`src/rtl/spd_pkg.sv`:
```
// Shared types, codes and constants of the scene presence detector.
`timescale 1ns / 1ps

package spd_pkg;

   // Configuration port geometry.
   localparam int unsigned CSR_INDEX_W = 3;
   localparam int unsigned CSR_DATA_W  = 32;

   // Register indexes on the configuration port.
   typedef enum logic [CSR_INDEX_W-1:0] {
      CSR_DETECT_SCORE       = 3'd0,
      CSR_STRONG_SCORE       = 3'd1,
      CSR_RETAIN_WINDOW_MS   = 3'd2,
      CSR_DETECT_DWELL_MS    = 3'd3,
      CSR_LOST_DWELL_MS      = 3'd4,
      CSR_MIN_STABLE_SAMPLES = 3'd5
   } spd_csr_index_type;

   // Reset values of the configuration registers.
   localparam logic [6:0]  DETECT_SCORE_RST       = 7'd55;
   localparam logic [6:0]  STRONG_SCORE_RST       = 7'd60;
   localparam logic [31:0] RETAIN_WINDOW_MS_RST   = 32'd2500;
   localparam logic [31:0] DETECT_DWELL_MS_RST    = 32'd300;
   localparam logic [31:0] LOST_DWELL_MS_RST      = 32'd120000;
   localparam logic [15:0] MIN_STABLE_SAMPLES_RST = 16'd2;

   // Scene classification thresholds.
   localparam logic [7:0] FLAT_CONTRAST_MAX = 8'd18;
   localparam logic [7:0] DARK_LUMA_MAX     = 8'd45;
   localparam logic [7:0] DIM_LUMA_MAX      = 8'd90;
   localparam logic [7:0] BRIGHT_LUMA_MIN   = 8'd210;

   // Presence score constants.
   localparam logic [7:0] SCORE_MAX         = 8'd100;
   localparam logic [7:0] MOTION_KNEE       = 8'd30;
   localparam logic [7:0] MOTION_CAP_SCORE  = 8'd60;
   localparam logic [7:0] CONTRAST_FLOOR    = 8'd24;
   localparam logic [7:0] CONTRAST_KNEE     = 8'd84;
   localparam logic [7:0] CONTRAST_CAP      = 8'd25;
   localparam logic [7:0] LUMA_BONUS        = 8'd15;
   // Multiply by 171 and shift by 9 divides values up to 60 exactly by 3.
   localparam logic [7:0] DIV3_RECIP        = 8'd171;
   localparam int unsigned DIV3_SHIFT       = 9;

   typedef enum logic [2:0] {
      SCENE_UNKNOWN = 3'd0,
      SCENE_DARK    = 3'd1,
      SCENE_DIM     = 3'd2,
      SCENE_NORMAL  = 3'd3,
      SCENE_BRIGHT  = 3'd4,
      SCENE_FLAT    = 3'd5
   } spd_scene_type;

   typedef struct packed {
      logic        sample_valid;
      logic [7:0]  luma_mean;
      logic [7:0]  frame_contrast;
      logic [7:0]  motion_level;
      logic [31:0] time_ms;
   } spd_req_type;

   typedef struct packed {
      logic [2:0]  scene_class;
      logic [6:0]  score_out;
      logic [1:0]  presence_state;
      logic [1:0]  event_kind;
      logic [6:0]  ev_score_out;
      logic [31:0] transitions;
      logic [31:0] detected_events;
      logic [31:0] lost_events;
      logic [31:0] last_transition_time;
   } spd_rsp_type;

   typedef struct packed {
      logic [6:0]  detect_score;
      logic [6:0]  strong_score;
      logic [31:0] retain_window_ms;
      logic [31:0] detect_dwell_ms;
      logic [31:0] lost_dwell_ms;
      logic [15:0] min_stable_samples;
   } spd_cfg_type;

endpackage

```
`src/rtl/spd_csr.sv`:
```
// Configuration register file of the scene presence detector.
`timescale 1ns / 1ps

module spd_csr (
   input  logic                              clock,
   input  logic                              reset,
   input  logic                              wr_en,
   input  logic [spd_pkg::CSR_INDEX_W-1:0]   wr_index,
   input  logic [spd_pkg::CSR_DATA_W-1:0]    wr_data,
   output spd_pkg::spd_cfg_type              cfg
);
   import spd_pkg::*;

   spd_cfg_type cfg_ff;

   always_ff @(posedge clock) begin
      if (reset) begin
         cfg_ff.detect_score       <= DETECT_SCORE_RST;
         cfg_ff.strong_score       <= STRONG_SCORE_RST;
         cfg_ff.retain_window_ms   <= RETAIN_WINDOW_MS_RST;
         cfg_ff.detect_dwell_ms    <= DETECT_DWELL_MS_RST;
         cfg_ff.lost_dwell_ms      <= LOST_DWELL_MS_RST;
         cfg_ff.min_stable_samples <= MIN_STABLE_SAMPLES_RST;
      end else if (wr_en) begin
         case (spd_csr_index_type'(wr_index))
            CSR_DETECT_SCORE:       cfg_ff.detect_score       <= wr_data[6:0];
            CSR_STRONG_SCORE:       cfg_ff.strong_score       <= wr_data[6:0];
            CSR_RETAIN_WINDOW_MS:   cfg_ff.retain_window_ms   <= wr_data[31:0];
            CSR_DETECT_DWELL_MS:    cfg_ff.detect_dwell_ms    <= wr_data[31:0];
            CSR_LOST_DWELL_MS:      cfg_ff.lost_dwell_ms      <= wr_data[31:0];
            CSR_MIN_STABLE_SAMPLES: cfg_ff.min_stable_samples <= wr_data[15:0];
            default: ;
         endcase
      end
   end

   assign cfg = cfg_ff;

endmodule

```
`src/rtl/spd_score.sv`:
```
// Scene classification and presence score of one metrics sample.
`timescale 1ns / 1ps

module spd_score (
   input  spd_pkg::spd_req_type   sample,
   output spd_pkg::spd_scene_type scene,
   output logic [6:0]             score
);
   import spd_pkg::*;

   logic [7:0]  motion_part;
   logic [5:0]  contrast_excess;
   logic [13:0] contrast_prod;
   logic [7:0]  contrast_part;
   logic [7:0]  luma_part;
   logic [7:0]  sum;
   logic [7:0]  capped_motion;

   always_comb begin
      if (!sample.sample_valid) begin
         scene = SCENE_UNKNOWN;
      end else if (sample.frame_contrast < FLAT_CONTRAST_MAX) begin
         scene = SCENE_FLAT;
      end else if (sample.luma_mean < DARK_LUMA_MAX) begin
         scene = SCENE_DARK;
      end else if (sample.luma_mean < DIM_LUMA_MAX) begin
         scene = SCENE_DIM;
      end else if (sample.luma_mean > BRIGHT_LUMA_MIN) begin
         scene = SCENE_BRIGHT;
      end else begin
         scene = SCENE_NORMAL;
      end
   end

   always_comb begin
      motion_part = (sample.motion_level > MOTION_KNEE) ? MOTION_CAP_SCORE
                                                        : {sample.motion_level[6:0], 1'b0};
      // Only the range between the floor and the knee reaches the divider.
      contrast_excess = 6'((sample.frame_contrast - CONTRAST_FLOOR));
      contrast_prod   = 14'(contrast_excess) * 14'(DIV3_RECIP);
      if (sample.frame_contrast < CONTRAST_FLOOR) begin
         contrast_part = 8'd0;
      end else if (sample.frame_contrast > CONTRAST_KNEE) begin
         contrast_part = CONTRAST_CAP;
      end else begin
         contrast_part = 8'(contrast_prod >> DIV3_SHIFT);
      end
      luma_part = (sample.luma_mean >= DARK_LUMA_MAX && sample.luma_mean <= BRIGHT_LUMA_MIN)
                  ? LUMA_BONUS : 8'd0;
      sum           = motion_part + contrast_part + luma_part;
      capped_motion = (sample.motion_level > SCORE_MAX) ? SCORE_MAX : sample.motion_level;

      if (!sample.sample_valid) begin
         score = 7'd0;
      end else if (scene inside {SCENE_UNKNOWN, SCENE_DARK, SCENE_FLAT}) begin
         score = capped_motion[6:0];
      end else if (sum > SCORE_MAX) begin
         score = SCORE_MAX[6:0];
      end else begin
         score = sum[6:0];
      end
   end

endmodule

```
`src/rtl/spd_fsm.sv`:
```
// Presence state machine, dwell timing and event counters.
`timescale 1ns / 1ps

module spd_fsm (
   input  logic                   clock,
   input  logic                   reset,
   input  logic                   upd,
   input  logic [31:0]            now,
   input  spd_pkg::spd_scene_type scene,
   input  logic [6:0]             score,
   input  spd_pkg::spd_cfg_type   cfg,
   output spd_pkg::spd_rsp_type   rsp
);
   import spd_pkg::*;

   typedef enum logic [1:0] {
      PRES_ABSENT    = 2'd0,
      PRES_CANDIDATE = 2'd1,
      PRES_PRESENT   = 2'd2
   } pres_state_type;

   typedef enum logic [1:0] {
      EV_NONE     = 2'd0,
      EV_DETECTED = 2'd1,
      EV_LOST     = 2'd2
   } event_kind_type;

   pres_state_type pres_ff, pres_in;
   logic [6:0]     prev_score_ff, prev_score_in;
   logic [31:0]    cand_start_ff, cand_start_in;
   logic [31:0]    abs_start_ff, abs_start_in;
   logic [15:0]    stable_ff, stable_in;
   logic [15:0]    abs_count_ff, abs_count_in;
   logic [31:0]    trans_total_ff, trans_total_in;
   logic [31:0]    det_total_ff, det_total_in;
   logic [31:0]    lost_total_ff, lost_total_in;
   logic [31:0]    trans_time_ff, trans_time_in;

   logic           raw, retained;
   logic [31:0]    cand_base, cand_age, abs_base, abs_age;
   event_kind_type ev_kind;
   logic [6:0]     ev_score;

   always_comb begin
      raw       = (score >= cfg.detect_score);
      cand_base = (cand_start_ff == 32'd0) ? now : cand_start_ff;
      cand_age  = now - cand_base;
      abs_base  = (abs_start_ff == 32'd0) ? now : abs_start_ff;
      abs_age   = now - abs_base;
      retained  = !raw && pres_ff == PRES_CANDIDATE && cand_start_ff != 32'd0 &&
                  prev_score_ff >= cfg.strong_score && cand_age <= cfg.retain_window_ms;

      pres_in        = pres_ff;
      prev_score_in  = score;
      cand_start_in  = cand_start_ff;
      abs_start_in   = abs_start_ff;
      stable_in      = stable_ff;
      abs_count_in   = abs_count_ff;
      trans_total_in = trans_total_ff;
      det_total_in   = det_total_ff;
      lost_total_in  = lost_total_ff;
      trans_time_in  = trans_time_ff;
      ev_kind        = EV_NONE;
      ev_score       = 7'd0;

      if (raw || retained) begin
         cand_start_in = cand_base;
         abs_start_in  = 32'd0;
         abs_count_in  = 16'd0;
         if (raw && stable_ff != 16'hFFFF) begin
            stable_in = stable_ff + 16'd1;
         end
         if (pres_ff != PRES_PRESENT && raw && stable_in >= cfg.min_stable_samples &&
             cand_age >= cfg.detect_dwell_ms) begin
            pres_in        = PRES_PRESENT;
            trans_time_in  = now;
            trans_total_in = trans_total_ff + 32'd1;
            det_total_in   = det_total_ff + 32'd1;
            ev_kind        = EV_DETECTED;
            ev_score       = score;
         end else if (pres_ff != PRES_PRESENT) begin
            pres_in = PRES_CANDIDATE;
         end
      end else begin
         abs_start_in  = abs_base;
         cand_start_in = 32'd0;
         stable_in     = 16'd0;
         if (abs_count_ff != 16'hFFFF) begin
            abs_count_in = abs_count_ff + 16'd1;
         end
         if (pres_ff == PRES_PRESENT && abs_age >= cfg.lost_dwell_ms) begin
            pres_in        = PRES_ABSENT;
            trans_time_in  = now;
            trans_total_in = trans_total_ff + 32'd1;
            lost_total_in  = lost_total_ff + 32'd1;
            ev_kind        = EV_LOST;
            ev_score       = score;
         end else if (pres_ff != PRES_PRESENT) begin
            pres_in = PRES_ABSENT;
         end
      end
   end

   always_ff @(posedge clock) begin
      if (reset) begin
         pres_ff        <= PRES_ABSENT;
         prev_score_ff  <= 7'd0;
         cand_start_ff  <= 32'd0;
         abs_start_ff   <= 32'd0;
         stable_ff      <= 16'd0;
         abs_count_ff   <= 16'd0;
         trans_total_ff <= 32'd0;
         det_total_ff   <= 32'd0;
         lost_total_ff  <= 32'd0;
         trans_time_ff  <= 32'd0;
      end else if (upd) begin
         pres_ff        <= pres_in;
         prev_score_ff  <= prev_score_in;
         cand_start_ff  <= cand_start_in;
         abs_start_ff   <= abs_start_in;
         stable_ff      <= stable_in;
         abs_count_ff   <= abs_count_in;
         trans_total_ff <= trans_total_in;
         det_total_ff   <= det_total_in;
         lost_total_ff  <= lost_total_in;
         trans_time_ff  <= trans_time_in;
      end
   end

   always_comb begin
      rsp.scene_class          = scene;
      rsp.score_out            = score;
      rsp.presence_state       = pres_in;
      rsp.event_kind           = ev_kind;
      rsp.ev_score_out         = ev_score;
      rsp.transitions          = trans_total_in;
      rsp.detected_events      = det_total_in;
      rsp.lost_events          = lost_total_in;
      rsp.last_transition_time = trans_time_in;
   end

   // A detected event always leaves the machine in the present state.
   assert property (@(posedge clock) disable iff (reset)
      upd && ev_kind == EV_DETECTED |=> pres_ff == PRES_PRESENT)
      else $error("detected event without entering present state");

   // State only moves when a transaction is processed.
   assert property (@(posedge clock) disable iff (reset)
      !upd |=> $stable(pres_ff) && $stable(trans_total_ff))
      else $error("presence state changed without a transaction");

   // Every event bumps the transition count by exactly one.
   assert property (@(posedge clock) disable iff (reset)
      upd && ev_kind != EV_NONE |=> trans_total_ff == $past(trans_total_ff) + 32'd1)
      else $error("transition count not advanced on event");

   // Candidate and absence runs are mutually exclusive.
   assert property (@(posedge clock) disable iff (reset)
      stable_ff != 16'd0 |-> abs_count_ff == 16'd0)
      else $error("stable and absent counts both running");

endmodule

```
`src/rtl/scene_presence_detector_top.sv`:
```
// Top level of the scene presence detector: handshakes, sample register and result register.
`timescale 1ns / 1ps

// A request transaction accepted into the sample register is processed into the result
// register, where rsp_valid rises; this waits while the result register is full and stalled.
// One transaction per cycle while the result channel is not stalled; the score and the state
// update are combinational between the sample register and the result register.
// Reset is synchronous and active high; it restores the register defaults, returns the
// machine to absent, clears all counters and empties both pipeline registers.
module scene_presence_detector_top (
   input  logic                            clock,
   input  logic                            reset,
   input  logic                            req_valid,
   output logic                            req_stall,
   input  spd_pkg::spd_req_type            req_data,
   output logic                            rsp_valid,
   input  logic                            rsp_stall,
   output spd_pkg::spd_rsp_type            rsp_data,
   input  logic                            csr_valid,
   output logic                            csr_ready,
   input  logic [spd_pkg::CSR_INDEX_W-1:0] csr_index,
   input  logic [spd_pkg::CSR_DATA_W-1:0]  csr_wdata
);
   import spd_pkg::*;

   // Sample register holding the accepted request transaction.
   spd_req_type req_ff;
   logic        req_valid_ff;
   // Result register; it decouples the response side from the request side.
   spd_rsp_type rsp_ff;
   logic        rsp_valid_ff;

   logic          out_free;
   logic          adv;
   spd_cfg_type   cfg;
   spd_scene_type scene;
   logic [6:0]    score;
   spd_rsp_type   rsp_next;

   // The result register can take a new result when it is empty or being drained this cycle.
   assign out_free  = !rsp_valid_ff || !rsp_stall;
   // A held sample is processed, and the state machine advances, when it can move onward.
   assign adv       = req_valid_ff && out_free;
   // The sample register stalls the request side only when its occupant cannot move.
   assign req_stall = req_valid_ff && !out_free;
   // Configuration writes are always taken.
   assign csr_ready = 1'b1;

   spd_csr u_csr (
      .clock    (clock),
      .reset    (reset),
      .wr_en    (csr_valid && csr_ready),
      .wr_index (csr_index),
      .wr_data  (csr_wdata),
      .cfg      (cfg)
   );

   spd_score u_score (
      .sample (req_ff),
      .scene  (scene),
      .score  (score)
   );

   spd_fsm u_fsm (
      .clock (clock),
      .reset (reset),
      .upd   (adv),
      .now   (req_ff.time_ms),
      .scene (scene),
      .score (score),
      .cfg   (cfg),
      .rsp   (rsp_next)
   );

   always_ff @(posedge clock) begin
      if (reset) begin
         req_valid_ff <= 1'b0;
      end else if (!req_stall) begin
         req_valid_ff <= req_valid;
      end
   end

   always_ff @(posedge clock) begin
      if (req_valid && !req_stall) begin
         req_ff <= req_data;
      end
   end

   always_ff @(posedge clock) begin
      if (reset) begin
         rsp_valid_ff <= 1'b0;
      end else if (adv) begin
         rsp_valid_ff <= 1'b1;
      end else if (!rsp_stall) begin
         rsp_valid_ff <= 1'b0;
      end
   end

   always_ff @(posedge clock) begin
      if (adv) begin
         rsp_ff <= rsp_next;
      end
   end

   assign rsp_valid = rsp_valid_ff;
   assign rsp_data  = rsp_ff;

endmodule

```
`config.mk`:
```
export PLATFORM = sky130hd
export DESIGN_NAME = scene_presence_detector_top
export DESIGN_NICKNAME = d
export VERILOG_FILES = /design/src/rtl/spd_pkg.sv /design/src/rtl/spd_csr.sv /design/src/rtl/spd_score.sv /design/src/rtl/spd_fsm.sv /design/src/rtl/scene_presence_detector_top.sv
export SDC_FILE = /design/constraint.sdc
export NUM_CORES = 1
export LEC_CHECK = 0
export BUFFER_PORTS_ARGS = -buffer_cell sky130_fd_sc_hd__buf_2
export CAP_MARGIN = 15
export CORE_ASPECT_RATIO = 1.4
export CORE_MARGIN = 8
export CORE_UTILIZATION = 55
export DETAILED_ROUTE_END_ITERATION = 7
export GPL_TIMING_DRIVEN = 0
export PLACE_DENSITY_LB_ADDON = 0.12
export SETUP_SLACK_MARGIN = 0.1
export SYNTH_ARGS = -nofsm -noshare
export SYNTH_HDL_FRONTEND = slang
export SYNTH_HIERARCHICAL = 1
export SYNTH_SLANG_ARGS = --single-unit
```
`constraint.sdc`:
```
create_clock -name clock -period 18.3 [get_ports clock]
set_clock_uncertainty 0.2 [all_clocks]
set_input_delay 2.745 -clock clock [delete_from_list [all_inputs] [get_ports clock]]
set_output_delay 2.745 -clock clock [all_outputs]
set_load 0.005 [all_outputs]
```
==> out/metrics.yaml <==
placement:
  port_buffers: 247
  gp_congestion: 0.951
  placed_cell_area_um2: 33200
  hpwl_um: 74500
worst_hold_path:
  whs_path_depth: 2
  hold_end: "u_fsm/trans_time_ff[20]$_SDFFE_PP0P_"
  min_from: "u_fsm/trans_time_ff[20]$_SDFFE_PP0P_"
  min_path_type: "reg -> reg"
yosys:
  synth_compound_area_share_pct: 13.3
  async_flop_share_pct: 0
  synth_seq_cells: 551
  synth_nets: 3665
  synth.distinct_cells: 102
  synth-main-ff-cell: "dfxtp_1"
  post_synth_fa_ha_maj_area_fraction_pct: 9.58
  synth_area_leader_cell: "dfxtp_1"
  synth_top_family_by_area: "simple AND/OR/NAND/NOR gates"
  synth_top_area_share_pct: 22.4
  synth-xor-area-share_pct: 6.13
  syn_avg_cell_area_um2: 9.24
  syn_inst: 3342
  yosysWarnings: 6
  syn-cell-area_um2: 30900
  yosys.area_share.simple_pct: 19.3
  synth.area.mux_share_pct: 4.49
  synth_edf_count: 206
  synthTopCellsByArea: "dfxtp_1 (22%), edfxtp_1 (20%), ha_1 (8.7%), mux2i_1 (4.3%), a21oi_1 (4.0%)"
  yosysSeqAreaShare_pct: 42.4
route:
  ant_nets: 0
  vias_per_cell: 5.83
  drt-initial-drc-count: 1890
  wirelength_um: 95600
  drc: 0
  dr.pass1.iters: 6
  wl_per_cell_um: 21.5
  vias: 25900
critical_path:
  worst-path-stages: 43
  reg2reg_depth: 43
  timing.rr.end: "rsp_data[27]$_DFFE_PP_"
  cp_slowest_cell: "a2111oi_2"
  end_kind: "flip-flop"
  reg2reg_slack_ps: 5220
  crit_path_max_incr_delay_ps: 870
  critical_path.max_fanout: 10
  critPathLaunchType: "flip-flop"
  path_class: "reg -> reg"
  cp.required_ps: 18590
  crit_buf_inv: 6
  cpMostUsedCell: "ha_1"
  cp.arrival_ps: 13370
  reg2reg_from: "req_ff[43]$_DFFE_PP_"
  path_delay_family: "adder cells"
grt:
  grt_max_degree: 34
  grt_overflow_total: 0
  antenna_found_initial: 2
  grtUsageTotal_pct: 28.7
  grt_pass1_vias: 25700
  grt_first_pass_wirelength_um: 145000
sta:
  rsz0062_at_grt: "false"
  slew_headroom_pct: 27.2
  min_period_ps: 13080
  fin_crit_sh_pct: 71.5
  timing_hold_violations_final: 0
  setup_viol: 0
  slew_violations: 0
  timing.fmax_mhz: 76.5
  worst_pin_slew_ps: 1080
die:
  rows: 103
  coreArea_um2: 55900
  start_util_pct: 55.2
  num_io_pins: 249
  dieArea_um2: 64100
  die_w_um: 216
  die_h_um: 296
clock_tree:
  clk_pin_slew_ps: 60
  cts_root_buf: "clkbuf_16"
  cts.sink_count: 551
  cts_tree: "done"
  cts_resized: 0
  holdBufCountCts: 0
  clock_latency_ps: 630
  cts_buffers: 54
  htree_levels: 2
  cts_setup_buffers: 0
  cts_buffer_depth: 3
power_and_ir_drop:
  power_density_nw_per_um2: 145
  p_leak_nw: 14.4
  peakVddDrop_uv: 129
  total_power_w: 0.00509
layout:
  fin_area_um2: 35200
  nNetsFinal: 3976
  nFillCells: 4877
  drive_gt1_share_pct: 12.5
  syn_to_final_growth_pct: 14.0
flow_run:
  cap_violations: 0
outcome:
  status: "finished, final reports clean"
[power by group]
group | leakage [nW] | internal, W | switching [W]
combinational | 8.74 | 0.00100 | 0.00149
sequential | 4.71 | 0.00132 | 0.0000432
clock | 0.951 | 0.000725 | 0.000507
[final cells by class]
cell class	instances	area (um2)	share of cell area (%)
flip-flops and latches	551	13100	37.2
repair buffers	255	1390	3.95
diodes	2	5.00	0.0142
clock buffers	64	1440	4.09
clock inverters	38	543	1.54
inverters	196	736	2.09
plain buffers	162	741	2.10
multi-input cells	2433	16300	46.4
well taps	735	920	2.61
[registers in the layout (all words and copies together) (netlist names), 32 cells and up]
name	count
u_fsm/trans_time_ff	32
u_fsm/lost_total_ff	32
u_fsm/trans_total_ff	32
u_fsm/abs_start_ff	32
u_fsm/det_total_ff	32
rsp_data	149
u_csr/cfg	126
u_fsm/cand_start_ff	32
req_ff	57
[layout by cell type (no fill, tap or decap), types with 16 or more instances in the layout]
cell | netlist | routed
dfxtp_1 | 345 | 345
nand3_1 | 82 | 82
and3_1 | 30 | 30
o21ai_0 | 104 | 104
nand2_1 | 310 | 310
xnor2_1 | 134 | 134
edfxtp_1 | 206 | 206
nand2b_1 | 164 | 164
nor2_1 | 326 | 325
buf_2 | 37 | 284
ha_1 | 214 | 214
a21oi_1 | 247 | 247
clkbuf_1 | 100 | 105
or4_1 | 17 | 17
o21ai_1 | 17 | 17
mux2i_1 | 133 | 133
nor3_1 | 54 | 54
a22oi_1 | 63 | 63
a21o_1 | 86 | 86
buf_4 | 19 | 19
clkbuf_16 | 0 | 54
nand4_1 | 52 | 52
nor2b_1 | 30 | 30
or3_1 | 45 | 45
nor4_1 | 22 | 22
o21a_1 | 16 | 16
inv_1 | 195 | 195
xor2_1 | 82 | 82
[routing by layer]
metal	routed length (um)	vias to the layer above	GRT usage (%)	share of wire (%)
met3	5360	240	4.15	5.6
met4	5430	0	15.8	5.7
li1	-	12300	-	-
met1	35400	12500	31.2	37
met2	49400	854	53.0	52
met5	0	-	0	0
[cells by family (layout without fill, tap and decap cells)]
| group | after synthesis | after routing |
|---|---|---|
| AO/OA/AOI/OAI | 646 | 646 |
| other | 1 | 3 |
| buffers and inverters | 358 | 715 |
| AND/OR/NAND/NOR | 1202 | 1202 |
| adder cells (fa/ha/maj) | 230 | 230 |
| multiplexers | 138 | 138 |
| flip-flops | 551 | 551 |
| XOR/XNOR | 216 | 216 |
[worst register-to-register path: cells and delay by family (launching register included)]
kind                     cells  cell delay, ps
adder cells (fa/ha/maj)     10            3560
AO/OA/AOI/OAI               13            3450
AND/OR/NAND/NOR             10            2760
buffers and inverters        6            1620
XOR/XNOR                     4             860
flip-flops                   1             480
[cells in the mapped netlist, drive strengths merged (3+ instances only)]
library cell  instances
buf                  62
a21boi                6
nand2b              164
or3                  45
xnor2               134
fa                   12
a31oi                16
a211oi                9
nor4                 30
xor2                 82
o21bai                9
dfxtp               345
edfxtp              206
o21ai               122
o21a                 17
nand2               310
and3                 30
and4bb                4
a21oi               249
mux2                  5
a41oi                 3
or2                   7
a21o                 86
nor3                 54
a2111oi               3
nor2b                31
inv                 196
and2                 16
nor2                327
and4                 15
mux2i               133
a221oi                7
o31ai                10
ha                  214
maj3                  4
a211o                 7
or4                  17
o211ai               10
nand3b                7
a22oi                63
nand4                54
clkbuf              100
nand3                83
o41ai                 3
[how the worst max path moves through the flow]
stage | start | to
final | req_ff[43]$_DFFE_PP_ | rsp_data[27]$_DFFE_PP_
after global routing | req_ff[44]$_DFFE_PP_ | rsp_data[25]$_DFFE_PP_
after CTS | req_ff[43]$_DFFE_PP_ | rsp_data[28]$_DFFE_PP_
after global placement | rsp_stall | u_fsm/trans_time_ff[22]$_SDFFE_PP0P_
after floorplan | rsp_stall | u_fsm/trans_total_ff[17]$_SDFFE_PP0P_
after detailed placement | req_ff[43]$_DFFE_PP_ | rsp_data[25]$_DFFE_PP_
[stage by stage]
step	hold WS [ps]	cells	setup TNS, ps	setup WS, ps	util, %
3_3_place_gp	242	4324	-1006680	-8060	59.1
6_report	255	4436	0	5220	62.9
4_1_cts	255	4433	0	5370	62.9
5_1_grt	272	4435	0	4690	62.9
2_1_floorplan	237	3342	0	222	-
3_5_place_dp	247	4331	0	5410	59.4
(Power assumes the default switching activity.)
